<file path="src/hw/rtl/ebi_pkg.sv">
// Shared types, constants and saturating helpers for the Euler body integrator.
`timescale 1ns / 1ps
package ebi_pkg;

  localparam int unsigned DataW  = 32;
  localparam int unsigned DtW    = 16;
  localparam int unsigned OpW    = 3;
  localparam int unsigned DragW  = 31;
  localparam int unsigned AddrW  = 4;

  // request opcodes
  localparam logic [OpW-1:0] OP_TICK     = 3'd0;
  localparam logic [OpW-1:0] OP_PREDICT  = 3'd1;
  localparam logic [OpW-1:0] OP_LOAD_VEL = 3'd2;
  localparam logic [OpW-1:0] OP_LOAD_ACC = 3'd3;
  localparam logic [OpW-1:0] OP_LOAD_POS = 3'd4;

  // configuration register indexes (paddr[3:2])
  localparam logic [1:0] REG_GRAVITY  = 2'd0;
  localparam logic [1:0] REG_TERMINAL = 2'd1;
  localparam logic [1:0] REG_DRAG     = 2'd2;
  localparam logic [1:0] REG_WIND     = 2'd3;

  // configuration reset values
  localparam logic signed [DataW-1:0] GRAVITY_RESET  = -32'sd642253;
  localparam logic signed [DataW-1:0] TERMINAL_RESET = -32'sd3276800;
  localparam logic [DragW-1:0]        DRAG_RESET     = 31'd327680;
  localparam logic signed [DataW-1:0] WIND_RESET     = 32'sd0;

  // operand fed to the shared multiplier
  typedef enum logic [2:0] {
    MUL_ACC_X,
    MUL_ACC_Y,
    MUL_GRAV,
    MUL_WIND,
    MUL_DRAG,
    MUL_VEL_X,
    MUL_VEL_Y
  } mul_sel_t;

  // how the registered product is folded into the working copies
  typedef enum logic [2:0] {
    APL_NONE,
    APL_VEL_X,
    APL_VEL_Y,
    APL_ACC_Y,
    APL_ACC_X,
    APL_DRAG,
    APL_POS_X,
    APL_POS_Y
  } apply_sel_t;

  typedef struct packed {
    logic       start;
    mul_sel_t   mul_sel;
    apply_sel_t apply_sel;
    logic       finish;
  } cmd_t;

  typedef struct packed {
    logic signed [DataW-1:0] gravity_rate;
    logic signed [DataW-1:0] terminal_speed;
    logic [DragW-1:0]        ground_drag;
    logic signed [DataW-1:0] wind_power;
  } cfg_t;

  // clip a 33-bit sum to the signed 32-bit range
  function automatic logic signed [DataW-1:0] sat33(input logic signed [DataW:0] v);
    logic signed [DataW-1:0] r;
    if (v[DataW] != v[DataW-1]) begin
      r = v[DataW] ? {1'b1, {(DataW-1){1'b0}}} : {1'b0, {(DataW-1){1'b1}}};
    end else begin
      r = v[DataW-1:0];
    end
    return r;
  endfunction

  function automatic logic signed [DataW-1:0] sat_add(input logic signed [DataW-1:0] a,
                                                      input logic signed [DataW-1:0] b);
    logic signed [DataW:0] s;
    s = {a[DataW-1], a} + {b[DataW-1], b};
    return sat33(s);
  endfunction

  function automatic logic signed [DataW-1:0] sat_sub(input logic signed [DataW-1:0] a,
                                                      input logic signed [DataW-1:0] b);
    logic signed [DataW:0] s;
    s = {a[DataW-1], a} - {b[DataW-1], b};
    return sat33(s);
  endfunction

endpackage

</file>
<file path="src/hw/rtl/ebi_cfg_regs.sv">
// APB-style configuration registers: gravity, terminal speed, drag and wind.
`timescale 1ns / 1ps
module ebi_cfg_regs (
  input  logic                       clk,
  input  logic                       rst_n,
  input  logic                       psel,
  input  logic                       penable,
  input  logic                       pwrite,
  input  logic [ebi_pkg::AddrW-1:0]  paddr,
  input  logic [ebi_pkg::DataW-1:0]  pwdata,
  output logic [ebi_pkg::DataW-1:0]  prdata,
  output logic                       pready,
  output ebi_pkg::cfg_t              cfg
);

  ebi_pkg::cfg_t cfg_r;
  logic          wr_en;
  logic [1:0]    reg_idx;

  assign pready  = 1'b1;
  assign wr_en   = psel && penable && pwrite;
  assign reg_idx = paddr[3:2];
  assign cfg     = cfg_r;

  // register writes on the access phase
  always_ff @(posedge clk) begin
    if (!rst_n) begin
      cfg_r.gravity_rate   <= ebi_pkg::GRAVITY_RESET;
      cfg_r.terminal_speed <= ebi_pkg::TERMINAL_RESET;
      cfg_r.ground_drag    <= ebi_pkg::DRAG_RESET;
      cfg_r.wind_power     <= ebi_pkg::WIND_RESET;
    end else if (wr_en) begin
      case (reg_idx)
        ebi_pkg::REG_GRAVITY:  cfg_r.gravity_rate   <= pwdata;
        ebi_pkg::REG_TERMINAL: cfg_r.terminal_speed <= pwdata;
        ebi_pkg::REG_DRAG:     cfg_r.ground_drag    <= pwdata[ebi_pkg::DragW-1:0];
        ebi_pkg::REG_WIND:     cfg_r.wind_power     <= pwdata;
        default: ;
      endcase
    end
  end

  // read-back mux
  always_comb begin
    case (reg_idx)
      ebi_pkg::REG_GRAVITY:  prdata = cfg_r.gravity_rate;
      ebi_pkg::REG_TERMINAL: prdata = cfg_r.terminal_speed;
      ebi_pkg::REG_DRAG:     prdata = {1'b0, cfg_r.ground_drag};
      ebi_pkg::REG_WIND:     prdata = cfg_r.wind_power;
      default:               prdata = '0;
    endcase
  end

endmodule

</file>
<file path="src/hw/rtl/ebi_ctrl.sv">
// Sequencer: walks the multiply/apply steps of a tick or predict request.
`timescale 1ns / 1ps
module ebi_ctrl (
  input  logic                      clk,
  input  logic                      rst_n,
  input  logic                      in_valid,
  input  logic [ebi_pkg::OpW-1:0]   in_opcode,
  input  logic                      in_on_ground,
  output logic                      in_ready,
  output logic                      out_valid,
  input  logic                      out_ready,
  output ebi_pkg::cmd_t             cmd
);

  typedef enum logic [3:0] {
    S_IDLE,
    S_A1, S_A2, S_A3, S_A4, S_A5, S_A6, S_A7,
    S_G1, S_G2, S_G3, S_G4, S_G5,
    S_FIN
  } state_t;

  state_t state_r;
  logic   out_valid_r;
  logic   accept;
  logic   integrate;

  assign in_ready  = (state_r == S_IDLE);
  assign out_valid = out_valid_r;
  assign accept    = in_valid && in_ready;
  assign integrate = (in_opcode == ebi_pkg::OP_TICK) || (in_opcode == ebi_pkg::OP_PREDICT);

  // per-step commands; the apply code always refers to the product issued in the previous state
  always_comb begin
    cmd.start     = accept;
    cmd.finish    = (state_r == S_FIN) && (!out_valid_r || out_ready);
    cmd.mul_sel   = ebi_pkg::MUL_ACC_X;
    cmd.apply_sel = ebi_pkg::APL_NONE;
    case (state_r)
      S_A1: begin
        cmd.mul_sel = ebi_pkg::MUL_ACC_X;
      end
      S_A2: begin
        cmd.mul_sel   = ebi_pkg::MUL_ACC_Y;
        cmd.apply_sel = ebi_pkg::APL_VEL_X;
      end
      S_A3: begin
        cmd.mul_sel   = ebi_pkg::MUL_GRAV;
        cmd.apply_sel = ebi_pkg::APL_VEL_Y;
      end
      S_A4: begin
        cmd.mul_sel   = ebi_pkg::MUL_WIND;
        cmd.apply_sel = ebi_pkg::APL_ACC_Y;
      end
      S_A5: begin
        cmd.mul_sel   = ebi_pkg::MUL_VEL_X;
        cmd.apply_sel = ebi_pkg::APL_ACC_X;
      end
      S_A6: begin
        cmd.mul_sel   = ebi_pkg::MUL_VEL_Y;
        cmd.apply_sel = ebi_pkg::APL_POS_X;
      end
      S_A7: begin
        cmd.apply_sel = ebi_pkg::APL_POS_Y;
      end
      S_G1: begin
        cmd.mul_sel = ebi_pkg::MUL_ACC_X;
      end
      S_G2: begin
        cmd.mul_sel   = ebi_pkg::MUL_DRAG;
        cmd.apply_sel = ebi_pkg::APL_VEL_X;
      end
      S_G3: begin
        cmd.apply_sel = ebi_pkg::APL_DRAG;
      end
      S_G4: begin
        cmd.mul_sel = ebi_pkg::MUL_VEL_X;
      end
      S_G5: begin
        cmd.apply_sel = ebi_pkg::APL_POS_X;
      end
      default: ;
    endcase
  end

  // state and result-valid flag
  always_ff @(posedge clk) begin
    if (!rst_n) begin
      state_r     <= S_IDLE;
      out_valid_r <= 1'b0;
    end else begin
      if (cmd.finish) begin
        out_valid_r <= 1'b1;
      end else if (out_ready) begin
        out_valid_r <= 1'b0;
      end
      case (state_r)
        S_IDLE: begin
          if (accept) begin
            if (!integrate) begin
              state_r <= S_FIN;
            end else if (in_on_ground) begin
              state_r <= S_G1;
            end else begin
              state_r <= S_A1;
            end
          end
        end
        S_A1: state_r <= S_A2;
        S_A2: state_r <= S_A3;
        S_A3: state_r <= S_A4;
        S_A4: state_r <= S_A5;
        S_A5: state_r <= S_A6;
        S_A6: state_r <= S_A7;
        S_A7: state_r <= S_FIN;
        S_G1: state_r <= S_G2;
        S_G2: state_r <= S_G3;
        S_G3: state_r <= S_G4;
        S_G4: state_r <= S_G5;
        S_G5: state_r <= S_FIN;
        S_FIN: begin
          if (cmd.finish) begin
            state_r <= S_IDLE;
          end
        end
        default: state_r <= S_IDLE;
      endcase
    end
  end

endmodule

</file>
<file path="src/hw/rtl/ebi_datapath.sv">
// Datapath: body state, working copies, shared rate*dt multiplier and result register.
`timescale 1ns / 1ps
module ebi_datapath (
  input  logic                              clk,
  input  logic                              rst_n,
  input  ebi_pkg::cmd_t                     cmd,
  input  ebi_pkg::cfg_t                     cfg,
  input  logic [ebi_pkg::OpW-1:0]           in_opcode,
  input  logic [ebi_pkg::DtW-1:0]           in_delta_time,
  input  logic signed [ebi_pkg::DataW-1:0]  in_value_x,
  input  logic signed [ebi_pkg::DataW-1:0]  in_value_y,
  output logic signed [ebi_pkg::DataW-1:0]  out_pos_x,
  output logic signed [ebi_pkg::DataW-1:0]  out_pos_y,
  output logic signed [ebi_pkg::DataW-1:0]  out_vel_x,
  output logic signed [ebi_pkg::DataW-1:0]  out_vel_y,
  output logic signed [ebi_pkg::DataW-1:0]  out_acc_x,
  output logic signed [ebi_pkg::DataW-1:0]  out_acc_y
);

  localparam int unsigned W = ebi_pkg::DataW;
  localparam int unsigned D = ebi_pkg::DtW;

  // held body state
  logic signed [W-1:0] pos_x_r, pos_y_r, vel_x_r, vel_y_r, acc_x_r, acc_y_r;
  logic signed [W-1:0] pos_x_nxt, pos_y_nxt, vel_x_nxt, vel_y_nxt, acc_x_nxt, acc_y_nxt;
  // working copies for the request in flight
  logic signed [W-1:0] wpx_r, wpy_r, wvx_r, wvy_r, wax_r, way_r;
  // captured request
  logic [ebi_pkg::OpW-1:0] op_r;
  logic [D-1:0]            dt_r;
  logic signed [W-1:0]     val_x_r, val_y_r;
  // multiplier
  logic signed [W-1:0]     mul_a;
  logic signed [W+D:0]     prod;
  logic signed [W-1:0]     scaled_r;
  // result register
  logic signed [W-1:0] res_px_r, res_py_r, res_vx_r, res_vy_r, res_ax_r, res_ay_r;
  // apply helpers
  logic signed [W-1:0] vy_sum;
  logic signed [W:0]   drag_up, drag_down;
  logic signed [W-1:0] drag_vx;

  // operand select and one shared multiplier; product floored to Q16.16
  always_comb begin
    case (cmd.mul_sel)
      ebi_pkg::MUL_ACC_X: mul_a = wax_r;
      ebi_pkg::MUL_ACC_Y: mul_a = way_r;
      ebi_pkg::MUL_GRAV:  mul_a = cfg.gravity_rate;
      ebi_pkg::MUL_WIND:  mul_a = cfg.wind_power;
      ebi_pkg::MUL_DRAG:  mul_a = {1'b0, cfg.ground_drag};
      ebi_pkg::MUL_VEL_X: mul_a = wvx_r;
      ebi_pkg::MUL_VEL_Y: mul_a = wvy_r;
      default:            mul_a = '0;
    endcase
  end

  assign prod = mul_a * $signed({1'b0, dt_r});

  always_ff @(posedge clk) begin
    scaled_r <= prod[W+D-1:D];
  end

  // saturated vertical velocity sum; the terminal clamp is applied when it is written back
  assign vy_sum = ebi_pkg::sat_add(wvy_r, scaled_r);

  // ground drag toward zero, never crossing it
  assign drag_up   = {wvx_r[W-1], wvx_r} + {scaled_r[W-1], scaled_r};
  assign drag_down = {wvx_r[W-1], wvx_r} - {scaled_r[W-1], scaled_r};

  always_comb begin
    if (wvx_r[W-1]) begin
      drag_vx = (drag_up > 0) ? '0 : drag_up[W-1:0];
    end else if (wvx_r != 0) begin
      drag_vx = (drag_down < 0) ? '0 : drag_down[W-1:0];
    end else begin
      drag_vx = wvx_r;
    end
  end

  // capture request and update working copies
  always_ff @(posedge clk) begin
    if (cmd.start) begin
      op_r    <= in_opcode;
      dt_r    <= in_delta_time;
      val_x_r <= in_value_x;
      val_y_r <= in_value_y;
      wpx_r   <= pos_x_r;
      wpy_r   <= pos_y_r;
      wvx_r   <= vel_x_r;
      wvy_r   <= vel_y_r;
      wax_r   <= acc_x_r;
      way_r   <= acc_y_r;
    end else begin
      case (cmd.apply_sel)
        ebi_pkg::APL_VEL_X: wvx_r <= ebi_pkg::sat_add(wvx_r, scaled_r);
        ebi_pkg::APL_VEL_Y: wvy_r <= (vy_sum < cfg.terminal_speed) ? cfg.terminal_speed : vy_sum;
        ebi_pkg::APL_ACC_Y: way_r <= ebi_pkg::sat_add(way_r, scaled_r);
        ebi_pkg::APL_ACC_X: wax_r <= ebi_pkg::sat_sub(wax_r, scaled_r);
        ebi_pkg::APL_DRAG: begin
          if (wax_r == 0) begin
            wvx_r <= drag_vx;
          end
          wvy_r <= '0;
          way_r <= '0;
        end
        ebi_pkg::APL_POS_X: wpx_r <= ebi_pkg::sat_add(wpx_r, scaled_r);
        ebi_pkg::APL_POS_Y: wpy_r <= ebi_pkg::sat_add(wpy_r, scaled_r);
        default: ;
      endcase
    end
  end

  // state after the request
  always_comb begin
    pos_x_nxt = pos_x_r;
    pos_y_nxt = pos_y_r;
    vel_x_nxt = vel_x_r;
    vel_y_nxt = vel_y_r;
    acc_x_nxt = acc_x_r;
    acc_y_nxt = acc_y_r;
    case (op_r)
      ebi_pkg::OP_TICK: begin
        pos_x_nxt = wpx_r;
        pos_y_nxt = wpy_r;
        vel_x_nxt = wvx_r;
        vel_y_nxt = wvy_r;
        acc_x_nxt = wax_r;
        acc_y_nxt = way_r;
      end
      ebi_pkg::OP_LOAD_VEL: begin
        vel_x_nxt = val_x_r;
        vel_y_nxt = val_y_r;
      end
      ebi_pkg::OP_LOAD_ACC: begin
        acc_x_nxt = val_x_r;
        acc_y_nxt = val_y_r;
      end
      ebi_pkg::OP_LOAD_POS: begin
        pos_x_nxt = val_x_r;
        pos_y_nxt = val_y_r;
      end
      default: ;
    endcase
  end

  // commit state
  always_ff @(posedge clk) begin
    if (!rst_n) begin
      pos_x_r <= '0;
      pos_y_r <= '0;
      vel_x_r <= '0;
      vel_y_r <= '0;
      acc_x_r <= '0;
      acc_y_r <= '0;
    end else if (cmd.finish) begin
      pos_x_r <= pos_x_nxt;
      pos_y_r <= pos_y_nxt;
      vel_x_r <= vel_x_nxt;
      vel_y_r <= vel_y_nxt;
      acc_x_r <= acc_x_nxt;
      acc_y_r <= acc_y_nxt;
    end
  end

  // result register; predict reports the integrated position only
  always_ff @(posedge clk) begin
    if (cmd.finish) begin
      res_px_r <= (op_r == ebi_pkg::OP_PREDICT) ? wpx_r : pos_x_nxt;
      res_py_r <= (op_r == ebi_pkg::OP_PREDICT) ? wpy_r : pos_y_nxt;
      res_vx_r <= vel_x_nxt;
      res_vy_r <= vel_y_nxt;
      res_ax_r <= acc_x_nxt;
      res_ay_r <= acc_y_nxt;
    end
  end

  assign out_pos_x = res_px_r;
  assign out_pos_y = res_py_r;
  assign out_vel_x = res_vx_r;
  assign out_vel_y = res_vy_r;
  assign out_acc_x = res_ax_r;
  assign out_acc_y = res_ay_r;

endmodule

</file>
<file path="src/hw/rtl/euler_body_integrator_unit.sv">
// Tick/predict walks the multiply/apply states A1-A7 (airborne) or G1-G5 (grounded), then FIN;
// loads go straight to FIN. A new request is taken only once the last one is through, and
// every rate*dt product goes through the single shared 32x17 multiplier in turn.
// A request is taken while the previous result still waits in the output register.
// Reset (synchronous, rst_n low): body state cleared, configuration to defaults, no result.
`timescale 1ns / 1ps
module euler_body_integrator_unit (
  input  logic                              clk,
  input  logic                              rst_n,
  input  logic                              in_valid,
  output logic                              in_ready,
  input  logic [ebi_pkg::OpW-1:0]           in_opcode,
  input  logic [ebi_pkg::DtW-1:0]           in_delta_time,
  input  logic                              in_on_ground,
  input  logic signed [ebi_pkg::DataW-1:0]  in_value_x,
  input  logic signed [ebi_pkg::DataW-1:0]  in_value_y,
  output logic                              out_valid,
  input  logic                              out_ready,
  output logic signed [ebi_pkg::DataW-1:0]  out_pos_x,
  output logic signed [ebi_pkg::DataW-1:0]  out_pos_y,
  output logic signed [ebi_pkg::DataW-1:0]  out_vel_x,
  output logic signed [ebi_pkg::DataW-1:0]  out_vel_y,
  output logic signed [ebi_pkg::DataW-1:0]  out_acc_x,
  output logic signed [ebi_pkg::DataW-1:0]  out_acc_y,
  input  logic                              psel,
  input  logic                              penable,
  input  logic                              pwrite,
  input  logic [ebi_pkg::AddrW-1:0]         paddr,
  input  logic [ebi_pkg::DataW-1:0]         pwdata,
  output logic [ebi_pkg::DataW-1:0]         prdata,
  output logic                              pready
);

  ebi_pkg::cmd_t cmd;
  ebi_pkg::cfg_t cfg;

  // configuration registers
  ebi_cfg_regs u_cfg (
    .clk     (clk),
    .rst_n   (rst_n),
    .psel    (psel),
    .penable (penable),
    .pwrite  (pwrite),
    .paddr   (paddr),
    .pwdata  (pwdata),
    .prdata  (prdata),
    .pready  (pready),
    .cfg     (cfg)
  );

  // sequencer
  ebi_ctrl u_ctrl (
    .clk          (clk),
    .rst_n        (rst_n),
    .in_valid     (in_valid),
    .in_opcode    (in_opcode),
    .in_on_ground (in_on_ground),
    .in_ready     (in_ready),
    .out_valid    (out_valid),
    .out_ready    (out_ready),
    .cmd          (cmd)
  );

  // arithmetic and state
  ebi_datapath u_dp (
    .clk           (clk),
    .rst_n         (rst_n),
    .cmd           (cmd),
    .cfg           (cfg),
    .in_opcode     (in_opcode),
    .in_delta_time (in_delta_time),
    .in_value_x    (in_value_x),
    .in_value_y    (in_value_y),
    .out_pos_x     (out_pos_x),
    .out_pos_y     (out_pos_y),
    .out_vel_x     (out_vel_x),
    .out_vel_y     (out_vel_y),
    .out_acc_x     (out_acc_x),
    .out_acc_y     (out_acc_y)
  );

  // one request in flight at a time
  a_busy_after_accept: assert property (@(posedge clk) disable iff (!rst_n)
    (in_valid && in_ready) |=> !in_ready)
    else $error("request taken while another is in flight");

  // a result appears only at the end of a request in flight
  a_result_from_request: assert property (@(posedge clk) disable iff (!rst_n)
    $rose(out_valid) |-> $past(!in_ready))
    else $error("result raised with no request in flight");

  // the datapath captures only on an accepted request
  a_start_on_accept: assert property (@(posedge clk) disable iff (!rst_n)
    cmd.start |-> (in_valid && in_ready))
    else $error("capture without an accepted request");

  // finishing never overwrites a result still waiting
  a_no_overwrite: assert property (@(posedge clk) disable iff (!rst_n)
    cmd.finish |-> (!out_valid || out_ready))
    else $error("result overwritten before it was taken");

endmodule
</file>
<file path="config.mk">
export PLATFORM = sky130hd
export DESIGN_NAME = euler_body_integrator_unit
export DESIGN_NICKNAME = d
export VERILOG_FILES = /design/src/hw/rtl/ebi_pkg.sv /design/src/hw/rtl/ebi_cfg_regs.sv /design/src/hw/rtl/ebi_ctrl.sv /design/src/hw/rtl/ebi_datapath.sv /design/src/hw/rtl/euler_body_integrator_unit.sv
export SDC_FILE = /design/constraint.sdc
export NUM_CORES = 2
export LEC_CHECK = 0
export BUFFER_PORTS_ARGS = -buffer_cell sky130_fd_sc_hd__buf_2
export CORE_MARGIN = 5
export CORE_UTILIZATION = 42
export CTS_CLUSTER_DIAMETER = 30
export DETAILED_ROUTE_END_ITERATION = 8
export PLACE_DENSITY_LB_ADDON = 0.25
export SETUP_SLACK_MARGIN = 0.2
export SLEW_MARGIN = 20
export SYNTH_ARGS = -nofsm -noshare
export SYNTH_HDL_FRONTEND = slang
export SYNTH_HIERARCHICAL = 1
export SYNTH_SLANG_ARGS = --single-unit
</file>
<file path="constraint.sdc">
create_clock -name clk -period 32.4 [get_ports clk]
set_input_delay 6.48 -clock clk [delete_from_list [all_inputs] [get_ports clk]]
set_output_delay 6.48 -clock clk [all_outputs]
set_load 0.005 [all_outputs]
</file>
After elaboration in Yosys (flattened, before gate mapping)
Index checks and enable logic that the tools add are counted.

operators by class
  add/subtract/negate cells = 7
  multiply operators = 1
  div/mod/pow operators = 0
  magnitude comparators = 3
  equality and inequality tests = 44
  shift operators = 0
  mux-type cells = 49
  bitwise gates (word level) = 0
  reductions and logical operators = 32

operator list
  operator                                                                       number
  32-bit two-way mux                                                             29
  32-bit one-hot mux with 2 select lines                                         9
  32-bit one-hot mux with 7 select lines                                         1
  32-bit by 32-bit adder with 33-bit output                                      5
  32-bit one-hot mux with 4 select lines                                         1
  32-bit by 32-bit subtractor with 33-bit output                                 2
  4-bit one-hot mux with 13 select lines                                         1
  32-bit by 17-bit multiplier with 48-bit output                                 1
  33-bit by 1-bit > comparator with 1-bit output, second input constant          1
  33-bit by 1-bit less-than comparator with 1-bit output, second input constant  1
  32-bit logical NOT                                                             1
  32-bit less-than comparator                                                    1
  32-bit nonzero test                                                            1
  3-bit == test, second input constant                                           8
  4-bit == test, second input constant                                           6
  3-bit one-hot mux with 7 select lines                                          1
  3-bit by 2-bit == test with 1-bit output, second input constant                6
  3-bit one-hot mux with 6 select lines                                          1
  4-bit by 3-bit == test with 1-bit output, second input constant                4
  4-bit two-way mux                                                              4
  3-bit by 1-bit == test with 1-bit output, second input constant                4
  2-bit AND reduction                                                            6
  3-bit logical NOT                                                              3
  3-bit nonzero test                                                             3
  17 further kinds                                                               36

storage, ports and cells
  bits in registers = 823
  bits in latches = 0
  RAM bits = 0
  bits in read-only memories = 0
  output and inout port bits = 227
  logic and storage cells = 166
  memories kept = 0

Depth between registers and ports, before layout
  depth after elaboration = 8
  mapped depth = 37
  gate-level depth less buffers = 33

Cells and area by module
Netlist, hierarchy kept.

by module, submodules not included
  module        instances  cells each  area each (µm²)
  ebi_datapath  1          6653        61979.4
  ebi_cfg_regs  1          522         5669.2
  ebi_ctrl      1          64          526.8

Least setup slack after synthesis
OpenSTA, ideal clock, no wires.

  path type = input to register
  from = input out_ready
  to = register u_dp.vel_x_r[11]
  library setup time = 117 ps
  arrival time = 16199 ps
  slack = 16084 ps
  stages on the path = 6
  cells stage by stage = and2b_2 -> nor2_1 -> clkbuf_1 -> buf_1 -> mux2i_1 -> nor2b_1

RTL lines
  what                  RTL line                          source
  from (decl)           euler_body_integrator_unit.sv:18  input logic out_ready,
  to (signal assigned)  ebi_datapath.sv:158               vel_x_r <= vel_x_nxt;
  to (decl)             ebi_datapath.sv:24                logic signed [W-1:0] pos_x_r, pos_y_r, vel_x_r, vel_y_r, acc_x_r, acc_y_r;

Final worst setup path
  from = input paddr[2] (netlist name)
  to = output prdata[14] (netlist name)

on the way
  cells in the longest elaborated chain, start to end = 2
  elaborated cells between the ends (all ways) = 5
  classes of those cells = 3 x eq/ne; 1 x mux; 1 x reduce/logical

ends and longest elaborated chain
  what                                         RTL line                          source
  from (decl)                                  euler_body_integrator_unit.sv:28  input logic [ebi_pkg::AddrW-1:0] paddr,
  2-bit == test, or another cell as far along  ebi_cfg_regs.sv:45                case (reg_idx)
  32-bit one-hot mux with 4 select lines (*)   ebi_cfg_regs.sv:45
  to (decl)                                    euler_body_integrator_unit.sv:30  output logic [ebi_pkg::DataW-1:0] prdata,

Mark *: on every way between the ends. The rest lies on a longest branch, timed or not.

==> metrics <==
multiplexer share of the synthesized area=0.07541; WL/cell=approximately 27 um; final wirelength=between 200,000 and 300,000 um; vias in the first global route=56,613; hold path cells=2; Die Span Y=around 410 um; vias per cell=roughly 5.8; die area=approximately 0.17 mm^2; worst-margin pin slew=between 1 and 1.5 ns; Synth Area in Simple Gates=0.1487; GPL Wtd Cong=roughly 0.98; first-pass GRT wire length=just under 400,000 um; Critical Path Start Type=primary input; grt ovf=0; H-tree depth=4; ys async rst share=0; post_cts resized=0; FF+latch count, synth=about 800; starting DRC count in detailed routing=roughly 5,600; Port Buffers=350; Worst Path Arrival=8.01 ns; Fmax achieved=69.00 MHz; Crit Path Max Fanout=39; syn avg cell area=9.418 um^2; CTS tree=yes; reg-to-reg endpoint=u_dp/scaled_r[24]; Worst R2R Start=u_ctrl/state_r[1]; DR pass1 iterations=5; Post-synth EDFFs=~470; io pins=approximately 350; CTS Sinks=between 800 and 900; Sequential Area=0.02115 mm^2; setup repair bufs after CTS=0; Synth Flop Type=edfxtp_1; post-route minimum period=between 10 and 15 ns; crit share post-route=0.4473; top post-synthesis cells by area=edfxtp_1 21%, fa_1 14%, dfxtp_1 10%; R2R Setup Slk=~21 ns; RSZ-0062 raised after global routing=false; Yosys Warn Count=6; Critical Path Sink Type=primary output; Syn Nets=about 8,200; Post-Synth Adder-Cell Area=0.2264; hold_buf cts=0; XOR/XNOR Fraction of Synth Area=0.02775; initial antenna violation count=32; Vias=57,860; Post-route DRC=0; clk slew on worst S/H paths=roughly 0.05 ns; main combinational cell family by area after synthesis=adder cells; CTS buffer count=212; Yosys top cell area share=0.2057; Final setup viols=0; Fin Setup TNS=0 ns; Initial Util=0.4236; area growth from synthesis to layout=17.69%; Multi-input gate area=about 0.043 mm^2; Core Box Area=0.1609 mm^2; Tot GR Track Use=0.3103; Synth Area in Compound Gates=0.1484; Setup Skew=approximately 0.094 ns; slew margin rel.=0.1683; area leader, netlist=edfxtp_1; CTS root buffer=clkbuf_16; reg2reg path depth=30; Syn Inst Count=7,239; count of final hold-check violations=0; max cap viols=0; Min-Delay Path Class=reg -> reg; sequential area share after synthesis=0.3102; largest net degree at the start of global routing=around 160; clk_lat worst skew=0.86 ns; Final Slew Violations=0; Max clock buf depth=3; Netlist cell types=about 110; WS Path Type=in -> out; nets=between 8,000 and 9,000; number of routed nets with antenna violations=0; data required time of the worst path=between 20 and 30 ns; max FFs per register=127; Synth Cell Area=approximately 0.07 mm^2; status=finished, final reports clean; Site Rows=147; Fillers=14,787; Die Wd=just over 400 um; layout cell share with drive strength beyond 1=0.1317; HP Start=u_cfg/cfg[24]; WHS Endpoint=u_cfg/cfg[24]; Detailed Place HPWL=between 200,000 and 250,000 um
-- kinds of logic (layout without fill, tap and decap cells) --
group | count (synthesis) | count (layout)
flip-flops | 823 | 823
AND/OR/NAND/NOR | 2122 | 2122
buffers and inverters | 1111 | 1630
multiplexers | 459 | 459
AO/OA/AOI/OAI | 1546 | 1546
XOR/XNOR | 216 | 216
adder cells (fa/ha/maj) | 961 | 961
other | 1 | 12
-- metrics by stage --
step                      hold slack [ns]  setup WS [ns]  cells  cell area [um^2]    util
after floorplan                    0.4411          16.08   7239             68180       -
after global placement             0.4546          17.91   9514             72460  0.4502
after detailed placement           0.4633          17.91   9514             72460  0.4503
after CTS                          0.4711          17.90   9918             80200  0.4984
after global routing               0.4914          17.83   9919             80210  0.4984
final                              0.4657          17.91   9929             80240  0.4986
-- layout make-up --
class / count / area share
Sequential cell: 823 / 0.2636
Antenna cell: 11 / 0.0003431
Multi-Input combinational cell: 5305 / 0.5353
Inverter: 719 / 0.03364
Tap cell: 2160 / 0.03368
Timing Repair Buffer: 507 / 0.03696
Clock buffer: 263 / 0.07125
Clock inverter: 141 / 0.02523
-- layer usage --
layer	track usage	part of all wire
met1	0.3905	0.39
met2	0.4886	0.45
met3	0.07258	0.090
met4	0.1814	0.069
met5	0	0.00053
-- worst max path at each step --
stage / endpoint / cells after the start / start / slack (ns)
final: prdata[14] / 4 / paddr[2] / 17.91
after global routing: prdata[1] / 4 / paddr[2] / 17.83
after CTS: prdata[14] / 4 / paddr[2] / 17.90
after detailed placement: prdata[14] / 4 / paddr[2] / 17.91
after global placement: prdata[14] / 4 / paddr[2] / 17.91
after floorplan: u_dp/vel_x_r[11] / 6 / out_ready / 16.08
-- Yosys cell counts, drive strengths merged (128+ instances only) --
cell type	number
and2	200
mux2i	400
ha	367
xnor2	128
nor2b	336
clkbuf	309
o21ai	416
nand2	1031
edfxtp	467
a21oi	393
dfxtp	356
inv	718
nor2	224
a21o	128
fa	489
-- worst max-delay path, cell delays in order --
cell    delay (ns)
buf_2         0.08
buf_4         0.58
mux4_2        0.67
buf_2         0.17
-- placed cells by master, fill, tap and decap left out, types with 68 or more instances in the layout --
cell type | netlist | layout
a21o_1 | 127 | 124
a21oi_1 | 392 | 390
a22oi_1 | 85 | 85
and2_1 | 200 | 199
buf_2 | 19 | 349
buf_4 | 22 | 155
clkbuf_16 | 0 | 212
dfxtp_1 | 356 | 355
edfxtp_1 | 467 | 467
fa_1 | 489 | 489
ha_1 | 367 | 367
inv_1 | 716 | 716
maj3_1 | 105 | 105
mux2i_1 | 400 | 400
nand2_1 | 1031 | 1031
nor2_1 | 223 | 218
nor2b_1 | 336 | 335
nor3_1 | 69 | 68
o211a_1 | 69 | 69
o21ai_0 | 409 | 389
xnor2_1 | 128 | 125
xor2_1 | 88 | 88
Power is not shown: default switching activity piles up to over one toggle a cycle in this logic, so the estimate is an artifact.
